===== src/design/enhanced_clock_page_replacer_macros.svh =====
// Assertion macros shared by the replacer modules.
`ifndef ENHANCED_CLOCK_PAGE_REPLACER_MACROS_SVH
`define ENHANCED_CLOCK_PAGE_REPLACER_MACROS_SVH

// Implication checked on every rising edge, skipped while in reset.
`define ECPR_ASSERT_IMP(label, ante, cons, msg) \
  label: assert property (@(posedge clk) disable iff (rst) (ante) |-> (cons)) \
    else $error(msg);

// Next-cycle implication, skipped while in reset.
`define ECPR_ASSERT_NXT(label, ante, cons, msg) \
  label: assert property (@(posedge clk) disable iff (rst) (ante) |=> (cons)) \
    else $error(msg);

`endif


===== src/design/ecpr_pkg.sv =====
// ----------------------------------------------------------------------------
// ecpr_pkg
// Types, constants and codes for the enhanced clock page replacer.
// ----------------------------------------------------------------------------
`default_nettype none
package ecpr_pkg;
  localparam int NUM_FRAMES  = 64;
  localparam int OWNER_BITS  = 8;
  localparam int FRAME_BITS  = $clog2(NUM_FRAMES);
  localparam int SCAN_BITS   = $clog2(NUM_FRAMES + 1);

  localparam logic [1:0] KIND_INSERT  = 2'd0;
  localparam logic [1:0] KIND_ACCESS  = 2'd1;
  localparam logic [1:0] KIND_REPLACE = 2'd2;

  localparam logic [1:0] ST_OK    = 2'd0;
  localparam logic [1:0] ST_EMPTY = 2'd1;
  localparam logic [1:0] ST_ERR   = 2'd2;

  typedef struct packed {
    logic [1:0] kind;
    logic [5:0] frame_no;
    logic [7:0] proc_id;
    logic       is_write;
    logic       init_ref;
    logic       init_dirty;
  } req_t;

  typedef struct packed {
    logic [1:0] status;
    logic [5:0] victim_frame;
    logic [7:0] victim_owner;
  } rsp_t;

  // Commands from the controller to the datapath.
  typedef struct packed {
    logic do_insert;  // write links and bits for an insert
    logic do_access;  // set referenced/dirty
    logic scan_start; // cursor to hand, clear step count
    logic scan_step;  // examine cursor entry and advance
    logic evict_rd;   // read victim links
    logic evict_wr;   // unlink victim, update hand
    logic [1:0] pass; // current scan pass
  } cmd_t;

  // Status from the datapath to the controller.
  typedef struct packed {
    logic insert_ok;
    logic access_ok;
    logic nonempty;
    logic hit;        // cursor entry matches the current pass
    logic wrapped;    // pass went round the ring
  } sts_t;
endpackage
`default_nettype wire


===== src/design/ecpr_datapath.sv =====
// ----------------------------------------------------------------------------
// ecpr_datapath
// Frame ring storage, hand, scan cursor and result register.
// ----------------------------------------------------------------------------
`default_nettype none
module ecpr_datapath (
  input  wire              clk,
  input  wire              rst,
  input  wire              in_take,
  input  ecpr_pkg::req_t   req_in,
  input  ecpr_pkg::cmd_t   cmd,
  output ecpr_pkg::sts_t   sts,
  output ecpr_pkg::rsp_t   rsp_ok
);
  import ecpr_pkg::*;

  logic [FRAME_BITS-1:0] next_mem  [NUM_FRAMES];
  logic [FRAME_BITS-1:0] prev_mem  [NUM_FRAMES];
  logic [OWNER_BITS-1:0] owner_mem [NUM_FRAMES];
  logic [NUM_FRAMES-1:0] ref_bits, dirty_bits, resident;
  logic [FRAME_BITS-1:0] hand, cursor, victim;
  logic                  ring_nonempty;
  logic [SCAN_BITS-1:0]  steps;
  req_t                  req;

  // Insert phase: the first phase reads prev of hand and links the new frame
  // forward, the second closes the ring behind it.
  logic                  ins_phase;
  logic [FRAME_BITS-1:0] rd_next, rd_prev;
  logic [OWNER_BITS-1:0] rd_owner;

  logic [FRAME_BITS-1:0] fr;
  assign fr = req.frame_no[FRAME_BITS-1:0];

  assign sts.insert_ok = !resident[fr];
  assign sts.access_ok = resident[fr];
  assign sts.nonempty  = ring_nonempty;
  assign sts.hit       = !ref_bits[cursor] && (dirty_bits[cursor] == cmd.pass[0]);
  assign sts.wrapped   = (steps != '0) && (cursor == hand);

  assign rsp_ok.status       = ST_OK;
  assign rsp_ok.victim_frame = 6'(victim);
  assign rsp_ok.victim_owner = 8'(rd_owner);

  always_ff @(posedge clk) begin
    if (in_take) req <= req_in;
    if (cmd.do_insert && !ins_phase) rd_prev <= prev_mem[hand];
    else if (cmd.evict_rd) rd_prev <= prev_mem[cursor];
    if (cmd.evict_rd) begin
      rd_next  <= next_mem[cursor];
      rd_owner <= owner_mem[cursor];
      victim   <= cursor;
    end
    if (cmd.scan_start) cursor <= hand;
    else if (cmd.scan_step) cursor <= next_mem[cursor];
    // one write per link table per cycle
    if (cmd.do_insert && !ins_phase) next_mem[fr] <= ring_nonempty ? hand : fr;
    else if (cmd.do_insert && ins_phase && ring_nonempty) next_mem[rd_prev] <= fr;
    else if (cmd.evict_wr) next_mem[rd_prev] <= rd_next;
    if (cmd.do_insert && !ins_phase && ring_nonempty) prev_mem[hand] <= fr;
    else if (cmd.do_insert && ins_phase) prev_mem[fr] <= ring_nonempty ? rd_prev : fr;
    else if (cmd.evict_wr) prev_mem[rd_next] <= rd_prev;
    if (cmd.do_insert && ins_phase) owner_mem[fr] <= OWNER_BITS'(req.proc_id);
  end

  always_ff @(posedge clk) begin
    if (rst) begin
      ref_bits      <= '0;
      dirty_bits    <= '0;
      resident      <= '0;
      hand          <= '0;
      ring_nonempty <= 1'b0;
      steps         <= '0;
      ins_phase     <= 1'b0;
    end else begin
      if (cmd.do_insert) ins_phase <= !ins_phase;
      if (cmd.do_insert && ins_phase) begin
        ref_bits[fr]   <= req.init_ref;
        dirty_bits[fr] <= req.init_dirty;
        resident[fr]   <= 1'b1;
        if (!ring_nonempty) begin
          hand          <= fr;
          ring_nonempty <= 1'b1;
        end
      end
      if (cmd.do_access) begin
        ref_bits[fr] <= 1'b1;
        if (req.is_write) dirty_bits[fr] <= 1'b1;
      end
      if (cmd.scan_start) steps <= '0;
      else if (cmd.scan_step) begin
        steps <= steps + 1'b1;
        // second pass clears referenced bits it passes over
        if (cmd.pass == 2'd1) ref_bits[cursor] <= 1'b0;
      end
      if (cmd.evict_wr) begin
        resident[victim]   <= 1'b0;
        ref_bits[victim]   <= 1'b0;
        dirty_bits[victim] <= 1'b0;
        if (rd_next == victim) begin
          ring_nonempty <= 1'b0;
          hand          <= '0;
        end else begin
          hand <= rd_next;
        end
      end
    end
  end

  `include "enhanced_clock_page_replacer_macros.svh"
  `ECPR_ASSERT_IMP(a_ring_has_resident, ring_nonempty, resident != '0, "ring flag without frames")
  `ECPR_ASSERT_IMP(a_hand_resident, ring_nonempty, resident[hand], "hand on non-resident frame")
  `ECPR_ASSERT_NXT(a_evict_clears, cmd.evict_wr, !resident[$past(victim)], "victim still resident")
endmodule
`default_nettype wire


===== src/design/ecpr_ctrl.sv =====
// ----------------------------------------------------------------------------
// ecpr_ctrl
// Sequencer for insert, access and the four-pass replacement scan.
// ----------------------------------------------------------------------------
`default_nettype none
module ecpr_ctrl (
  input  wire              clk,
  input  wire              rst,
  input  wire              in_valid,
  output logic             in_stall,
  input  ecpr_pkg::req_t   req_in,
  output logic             out_valid,
  input  wire              out_stall,
  output ecpr_pkg::rsp_t   rsp,
  output logic             in_take,
  output ecpr_pkg::cmd_t   cmd,
  input  ecpr_pkg::sts_t   sts,
  input  ecpr_pkg::rsp_t   rsp_ok
);
  import ecpr_pkg::*;

  localparam logic [2:0] S_IDLE = 3'd0, S_DECODE = 3'd1, S_INSERT = 3'd2,
                         S_SCAN = 3'd3, S_EVRD = 3'd4, S_EVWR = 3'd5, S_OUT = 3'd6;

  logic [2:0] state, state_next;
  logic [1:0] pass, pass_next;
  logic [1:0] kind;
  logic       busy;
  rsp_t       rsp_dec;

  assign in_take  = in_valid && !in_stall;
  assign in_stall = busy;

  // result for every request that does not evict
  always_comb begin
    rsp_dec = '0;
    if (kind == KIND_INSERT && !sts.insert_ok) rsp_dec.status = ST_ERR;
    else if (kind == KIND_ACCESS && !sts.access_ok) rsp_dec.status = ST_ERR;
    else if (kind == KIND_REPLACE && !sts.nonempty) rsp_dec.status = ST_EMPTY;
  end

  always_comb begin
    cmd        = '0;
    cmd.pass   = pass;
    state_next = state;
    pass_next  = pass;
    case (state)
      S_IDLE:   if (in_take) state_next = S_DECODE;
      S_DECODE: begin
        if (kind == KIND_INSERT && sts.insert_ok) begin
          cmd.do_insert = 1'b1;
          state_next    = S_INSERT;
        end else if (kind == KIND_REPLACE && sts.nonempty) begin
          cmd.scan_start = 1'b1;
          pass_next      = 2'd0;
          state_next     = S_SCAN;
        end else begin
          if (kind == KIND_ACCESS && sts.access_ok) cmd.do_access = 1'b1;
          state_next = S_OUT;
        end
      end
      S_INSERT: begin
        cmd.do_insert = 1'b1;
        state_next    = S_OUT;
      end
      S_SCAN: begin
        if (sts.wrapped) begin
          cmd.scan_start = 1'b1;
          pass_next      = pass + 2'd1;
        end else if (sts.hit) begin
          cmd.evict_rd = 1'b1;
          state_next   = S_EVRD;
        end else begin
          cmd.scan_step = 1'b1;
        end
      end
      S_EVRD: state_next = S_EVWR;
      S_EVWR: begin
        cmd.evict_wr = 1'b1;
        state_next   = S_OUT;
      end
      S_OUT:  if (out_valid && !out_stall) state_next = S_IDLE;
      default: state_next = S_IDLE;
    endcase
  end

  always_ff @(posedge clk) begin
    if (rst) begin
      state     <= S_IDLE;
      pass      <= '0;
      busy      <= 1'b0;
      out_valid <= 1'b0;
    end else begin
      state <= state_next;
      pass  <= pass_next;
      if (in_take) begin
        busy <= 1'b1;
        kind <= req_in.kind;
      end else if (out_valid && !out_stall) begin
        busy <= 1'b0;
      end
      if (out_valid) begin
        if (!out_stall) out_valid <= 1'b0;
      end else if (state == S_OUT) begin
        out_valid <= 1'b1;
      end
      // build the result ahead of presenting it
      if (state == S_EVWR) rsp <= rsp_ok;
      else if (state == S_DECODE) rsp <= rsp_dec;
    end
  end

  `include "enhanced_clock_page_replacer_macros.svh"
  `ECPR_ASSERT_IMP(a_out_only_done, out_valid, state == S_OUT, "result outside output state")
  `ECPR_ASSERT_IMP(a_stall_busy, state != S_IDLE, in_stall, "request taken while busy")
  `ECPR_ASSERT_IMP(a_pass_bound, state == S_SCAN, pass != 2'd3 || !sts.wrapped, "scan ran past four passes")
endmodule
`default_nettype wire


===== src/design/enhanced_clock_page_replacer.sv =====
// ----------------------------------------------------------------------------
// enhanced_clock_page_replacer
// Enhanced second-chance clock replacement over a ring of resident frames.
// ----------------------------------------------------------------------------
// Usage:
//   in  channel (in_valid/in_stall/in_data): one request, kind insert,
//       access or replace. The block takes one request at a time and stalls
//       the input until its result has been taken.
//   out channel (out_valid/out_stall/out_data): exactly one result per
//   request: status, victim frame and owner.
//   Sequence: an insert is decoded, linked in a forward and a closing phase
//   and output; an access or any error is decoded and output; a replace is
//   decoded, scans ring entries with a restart at each new pass, up to four
//   passes, then reads and unlinks the victim. The scan visits one entry a
//   cycle between restarts through the single link-memory read path.
//   The next request can be taken in the cycle after the result is taken.
//   Reset: rst clears resident, referenced and dirty bits, the hand and
//   the control state; links and owners are written on insert.
//   A stalled result holds steady until taken.
// ----------------------------------------------------------------------------
`default_nettype none
module enhanced_clock_page_replacer (
  input  wire              clk,
  input  wire              rst,
  input  wire              in_valid,
  output logic             in_stall,
  input  ecpr_pkg::req_t   in_data,
  output logic             out_valid,
  input  wire              out_stall,
  output ecpr_pkg::rsp_t   out_data
);
  import ecpr_pkg::*;

  cmd_t cmd;
  sts_t sts;
  rsp_t rsp_ok;
  logic in_take;

  ecpr_ctrl u_ctrl (
    .clk, .rst, .in_valid, .in_stall, .req_in(in_data), .out_valid, .out_stall,
    .rsp(out_data), .in_take, .cmd, .sts, .rsp_ok
  );

  ecpr_datapath u_dp (
    .clk, .rst, .in_take, .req_in(in_data), .cmd, .sts, .rsp_ok
  );
endmodule
`default_nettype wire


===== config.mk =====
export PLATFORM = sky130hd
export DESIGN_NAME = enhanced_clock_page_replacer
export DESIGN_NICKNAME = d
export VERILOG_FILES = /design/src/design/ecpr_pkg.sv /design/src/design/ecpr_datapath.sv /design/src/design/ecpr_ctrl.sv /design/src/design/enhanced_clock_page_replacer.sv
export VERILOG_INCLUDE_DIRS = /design/src /design/src/design
export SDC_FILE = /design/constraint.sdc
export NUM_CORES = 2
export LEC_CHECK = 0
export BUFFER_PORTS_ARGS = -buffer_cell sky130_fd_sc_hd__buf_2
export CAP_MARGIN = 20
export CORE_AREA = 8 8 415 417
export DETAILED_ROUTE_END_ITERATION = 10
export DIE_AREA = 0 0 423 425
export HOLD_SLACK_MARGIN = 0.1
export PLACE_DENSITY = 0.55
export SYNTH_ARGS = -nofsm -noshare
export SYNTH_HDL_FRONTEND = slang
export SYNTH_SLANG_ARGS = --single-unit
export TNS_END_PERCENT = 30

===== constraint.sdc =====
create_clock -name clk -period 12.14 [get_ports clk]
set_clock_uncertainty 0.2 [all_clocks]
set_input_delay 2.428 -clock clk [delete_from_list [all_inputs] [get_ports clk]]
set_output_delay 2.428 -clock clk [all_outputs]
set_load 0.1 [all_outputs]

# Yosys cells after proc, flatten, opt, wreduce, memory -nomap -nowiden
# Memory sizes are Yosys's and may differ from the RTL's. A register that Yosys moved wholly into a read port is not among the register bits.
# Cells that the tools add are included.
# op_classes
eq_ne	19
muxes	111
bitwise_logic	11
n_lt_le_gt_ge	6
addsub	2
reduce_logical	41
# ops
cell	count
$mux 64	18
$and 64x64->64	4
$or 64x64->64	3
$bwmux 64	2
$not 64->64	2
$mux 6	20
$mux 1	45
$lt 6x7->1 const B	3
$bmux 1 s6	3
$demux 1 s6	3
$ge 6x1->1 const B	3
$mux 3	6
$pmux 3 s6	1
$reduce_or 6->1	3
$logic_and 1x1->1	17
$mux 16	1
$mux 2	8
$mux 14	1
$eq 6x6->1	2
$reduce_bool 2->1	6
$ne 2x2->1 const B	5
$eq 3x3->1 const B	3
$reduce_and 4->1	2
$add 7x1->7 const B	1
17 further kinds	28
# totals
regBits	273
word_cells	217
mem_count	3
mem_bits_rw	1280
# mem_list
name	depth	word_bits	rd	rd_clocked_by_memory_dff	write_ports	line_no	rtl
u_dp.owner_mem	64	8	1	1	1	ecpr_datapath.sv:19	logic [OWNER_BITS-1:0] owner_mem [NUM_FRAMES];
u_dp.next_mem	64	6	1	1	1	ecpr_datapath.sv:17	logic [FRAME_BITS-1:0] next_mem [NUM_FRAMES];
u_dp.prev_mem	64	6	2	2	1	ecpr_datapath.sv:18	logic [FRAME_BITS-1:0] prev_mem [NUM_FRAMES];

# Longest topological paths before layout
# logic_depth
depth_word	19
ltp_mapped	16
mapped_depth_nobuf	10

# Cells and area by module
# A second synthesis with hierarchy kept.
# hier_totals
hier_cells	4210
area_unflattened_um2	67118.1
# modules_own_cells
mod	area_per_inst_um2	cells_per_inst	seq_area_each_um2	n_inst
ecpr_datapath	65915.7	4104	44292.5	1
ecpr_ctrl	1202.4	106	680.7	1

# Least setup slack after synthesis
# OpenSTA, ideal clock, no wires.
# synth_path
path_type	register -> register
from	register u_dp.req, in the netlist u_dp.fr[1]
to	memory u_dp.prev_mem[0][0] (netlist bit) (data pin)
arrival_time_ps	4874
n_path_buf	5
stages_incl_launch_ff	14
slack_ps	6364
cell_sequence	edfxtp_1 > buf_2 > and2_1 > buf_2 > a22oi_1 > nand3_1 > nand4_1 > o21a_1 > buf_2 > nand2_1 > a21o_1 > buf_2 > clkbuf_1 > o21ai_0
# synth_via
elab_chain_len	13
elab_cells_between_ends	19
# synth_lines
element	line_no	rtl
start: declaration	ecpr_datapath.sv:24	req_t req;
start signal: assignment	ecpr_datapath.sv:46	if (in_take) req <= req_in;
$bmux 1 s6 *	ecpr_datapath.sv:35	assign sts.insert_ok = !resident[fr];
$mux 1 (implied by the code) *	ecpr_datapath.sv:35	
$logic_not 1->1 *	ecpr_datapath.sv:35	
$logic_and 1x1->1 *	ecpr_ctrl.sv:50	if (kind == KIND_INSERT && sts.insert_ok) begin
$mux 1 *	ecpr_ctrl.sv:50	
$pmux 1 s2 *	ecpr_ctrl.sv:47	case (state)
$logic_and 1x1->1 (on tied branches)	ecpr_datapath.sv:61, ecpr_datapath.sv:60	
$mux 1 or $logic_and 1x1->1 (tied branches)	ecpr_datapath.sv:61, ecpr_datapath.sv:60	
$mux 1	ecpr_datapath.sv:60	if (cmd.do_insert && !ins_phase && ring_nonempty) prev_mem[hand] <= fr;
$mux 1	ecpr_datapath.sv:61	else if (cmd.do_insert && ins_phase) prev_mem[fr] <= ring_nonempty ? rd_prev : fr;
$reduce_or 6->1 (no line)	n/a	
$mux 6 (no line)	n/a	
$mux 6 (no line) *	n/a	
end: declaration	ecpr_datapath.sv:18	
# Every way passes the cells marked *; elsewhere a longest branch is shown, timed or not. The select of a mux whose other input is x is not followed.

# Worst setup path in the final report
# layout_path
from	register u_dp.req, in the netlist u_dp.fr[1]
to	memory u_dp.prev_mem[34][1] (netlist bit), enable pin
# layout_via
elab_chain_len	13
elab_cells_between_ends	23
# layout_lines
element	line_no
$bmux 1 s6	ecpr_datapath.sv:35
$mux 1 (implied by the code)	ecpr_datapath.sv:35
$logic_not 1->1	ecpr_datapath.sv:35
$logic_and 1x1->1	ecpr_ctrl.sv:50
$mux 1	ecpr_ctrl.sv:50
$pmux 1 s2	ecpr_ctrl.sv:47
$logic_and 1x1->1 (on tied branches)	ecpr_datapath.sv:61, ecpr_datapath.sv:60
$mux 1 or $logic_and 1x1->1 (tied branches)	ecpr_datapath.sv:61, ecpr_datapath.sv:60
$mux 1	ecpr_datapath.sv:60
$mux 1	ecpr_datapath.sv:61
$reduce_or 6->1 (no line)	n/a
$mux 6 (no line) or $mux 1 (tied branches) (2 in series)	n/a
# Several ways; a longest one is shown, not always the timed one. The select of a mux whose other input is x is not followed.

==> metrics.md <==
| Metric | Value |
|---|---|
| DR vias/cell | 6.22 |
| Fin crit share | 0.508 |
| Largest delay contributor family on the critical path | simple AND/OR/NAND/NOR gates |
| Fraction of layout cells with a size suffix above 1 | 0.225 |
| Hold Path End | u_dp.resident[23] |
| Slew HR | 0.155 |
| Dominant synthesized flop cell | edfxtp_1 |
| Psw | around 0.0033 W |
| Post-synth EDFFs | around 1,300 |
| R2R setup slack | around 6.0 ns |
| TritonCTS clock tree | yes |
| YS warnings | 0 |
| Crit path cell chain | nor2b_1, a22oi_1, a31oi_1, nand4_1, a21oi_1, o21ai_0, o311ai_0, nand4_1, nor2_1 |
| Pwr/cell area | about 170 nW/um^2 |
| Final setup fails | 0 |
| Sequential share of the synthesized area | 0.682 |
| Worst hold start | u_dp.resident[23] |
| Most common cell after layout, fill and taps aside | edfxtp_1 |
| RSZ-0062 raised after global routing | no |
| Post-Synthesis Cell Area | between 60,000 and 70,000 um^2 |
| Synth top area cells | edfxtp_1 (61%), mux4_2 (13%), dfxtp_1 (6.9%) |
| Initial antenna violation count | 9 |
| Cts bufs inserted | ~170 |
| Worst-margin pin slew | 1.26 ns |
| Initial cell density of the core | 0.397 |
| Die X | 423 um |
| Final Cell Area | ~75,000 um^2 |
| Critical Path Start Type | register |
| Worst hold stages | 1 |
| Synthesized net count | approximately 4,000 |
| Critical-path cell with the highest stage delay | nor2b_1 |
| Slew Limit Fails | 0 |
| Final net count | 4,164 |
| Dominant cell type by area after synthesis | edfxtp_1 |
| Max-cap viol count | 0 |
| Status | completed |
| Largest net degree at the start of global routing | approximately 150 |
| CP Buf/Inv Count | 0 |
| Clock latency on the worst-skew pair | ~0.84 ns |
| I/O pin total | between 40 and 50 |
| Iteration-0 DRC Markers | 4,894 |
| Most frequent cells in the layout | edfxtp_1 (1,347), mux4_2 (393), nor2_1 (308), dfxtp_1 (218), a21oi_1 (184) |
| Crit path top cell by count | nand4_1 |
| Number of global-route vias before repair | just over 40,000 |
| Crit path DAT | between 6 and 7 ns |
| Yosys reg bits | between 1,500 and 2,000 |
| Critical Path Sink Type | register |
| First-pass iteration count of the detailed router | 6 |
| Synth-to-Final Area Change | 13.6% |
| Min cycle time layout | between 6 and 7 ns |
| Core area | 166,000 um^2 |
| Overflow after GRT | 0 |
| ANT nets after route | 0 |
| All-Layer GR Usage | 0.228 |
| Critical Path RT | between 10 and 15 ns |
| Yosys top cell area share | 0.614 |
| Hold Crit Class | register to register |
| Clk network pwr share | 0.403 |
| Row count | 150 |
| Post-Syn Instances | ~4,000 |
| Reg-to-Reg End | u_dp.prev_mem[34][1] |
| Die Area | approximately 180,000 um^2 |
| Wirelength per Cell | 32.5 um |
| I/O Buffers | 40 |
| DP Worst Slack | 6.22 ns |
| Maximum vdd drop | roughly 0.14 mV |
| Die Span Y | approximately 430 um |
| Combinational Power Share | 0.108 |
| P_leak | approximately 23 nW |
| Library cells used by synthesis | just under 80 |
| HPWL Detailed | 134 mm |
| Reg clk slew, reported paths | 0.07 ns |
| Drt drc | 0 |
| H-tree Lvls | 4 |
| Slack of the critical path | 5.97 ns |
| Post-CTS resize count | 0 |
| Post-DP Area | around 69,000 um^2 |
| Ys async rst share | 0 |
| FMAX | about 160 MHz |
| CP max stage delay | around 1.1 ns |
| Worst Setup Path Type | register to register |
| Total negative slack | 0 ns |
| CTS sink count | 1,573 |
| Cts hold-fix bufs | 0 |
| Sw frac | 0.260 |
| Avg Inst Size Synth | 16.3 um^2 |
| Reg2Reg Depth | 9 |
| Detailed-route wire length | approximately 210 mm |
| Via count | approximately 40,000 |
| Post-CTS setup buffer count | 0 |
| CTS Root Cell | clkbuf_16 |
| Routability cong. | approximately 0.96 |
| First-pass GRT wire length | 300 mm |
| Worst R2R Start | u_dp.fr[1] |
| Cell-internal power | just over 0.009 W |
| Sequential share of power | 0.489 |
| Crit path max fanout | 12 |
| Final hold vios | 0 |
| CTS max path bufs | 3 |
synth_stat cells (11+ instances only):
cell,instances
edfxtp_1,1347
nand2b_1,11
a21oi_1,184
mux4_2,393
a221oi_1,45
inv_1,56
and3_1,11
mux2i_1,80
nand4_1,31
nor2b_1,16
nor2_1,315
buf_1,55
nor3_1,58
o211ai_1,13
o22ai_1,18
mux2_2,40
nand3_1,52
nand2_1,137
dfxtp_1,226
a22oi_1,160
a31oi_1,86
o21ai_0,116
o21a_1,48
nor3b_1,12
buf_2,24
a211oi_1,86
a22o_1,25
clkbuf_1,188
and2_1,26
sequential cells by signal, summed over array words and instances, names as in the netlist, 8 cells and up, named ones only:
register         flops
u_dp.rd_owner        8
u_dp.resident       64
u_dp.owner_mem     512
u_dp.dirty_bits     64
u_dp.req            11
u_dp.ref_bits       64
u_dp.next_mem      384
u_ctrl.rsp          16
u_dp.prev_mem      384
area by class of cell:
class / instances / area, um^2
Fill cell: 14500 / 91000
Sequential cell: 1573 / 45000
Multi-Input combinational cell: 2129 / 19900
Clock buffer: 221 / 4490
Tap cell: 2204 / 2760
Timing Repair Buffer: 208 / 1520
Clock inverter: 90 / 977
Inverter: 57 / 214
Antenna cell: 2 / 5.00
cell families after synthesis:
kind of cell             count (synthesis)  synth area share
AO/OA/AOI/OAI                          887            0.0922
XOR/XNOR                                16           0.00213
adder cells (fa/ha/maj)                  3          0.000569
buffers and inverters                  335            0.0205
flip-flops                            1573             0.682
multiplexers                           514             0.153
AND/OR/NAND/NOR                        709            0.0491
stage by stage:
| stage | cells | hold slack, ns | power (W) | utilization |
|---|---|---|---|---|
| floorplan | 4037 | 0.228 | 0.00709 | - |
| global placement | 6150 | 0.247 | 0.00767 | 0.417 |
| detailed placement | 6160 | 0.252 | 0.00767 | 0.417 |
| CTS | 6471 | 0.267 | 0.0127 | 0.450 |
| global route | 6482 | 0.277 | 0.0130 | 0.451 |
| finish | 6484 | 0.266 | 0.0126 | 0.451 |
how the worst max path moves through the flow:
| stage | startpoint | endpoint | slack (ns) | cells after the start |
|---|---|---|---|---|
| finish | u_dp.fr[1] | u_dp.prev_mem[34][1] | 5.97 | 9 |
| global route | u_dp.fr[2] | u_dp.prev_mem[58][1] | 5.81 | 9 |
| CTS | u_dp.fr[2] | u_dp.prev_mem[34][1] | 6.20 | 9 |
| detailed placement | u_dp.fr[0] | u_dp.prev_mem[34][1] | 6.22 | 11 |
| global placement | u_dp.fr[0] | u_dp.prev_mem[59][5] | 6.23 | 11 |
| floorplan | u_dp.fr[1] | u_dp.prev_mem[0][0] | 6.36 | 13 |
per-layer routing:
metal	up-vias	wire length [um]	global-route usage
met2	2124	99900	0.370
met4	0	11500	0.109
met5	-	0	0
met1	21000	83600	0.301
li1	16700	-	-
met3	599	15600	0.0390
power groups by stage:
stage | registers [W] | clock network (W) | logic [W]
global route | 0.00619 | 0.00537 | 0.00143
global placement | 0.00630 | 0 | 0.00137
floorplan | 0.00629 | 0 | 0.000807
detailed placement | 0.00630 | 0 | 0.00137
finish | 0.00618 | 0.00509 | 0.00137
CTS | 0.00619 | 0.00517 | 0.00137
No activity file was read; power rests on OpenSTA's default activity.
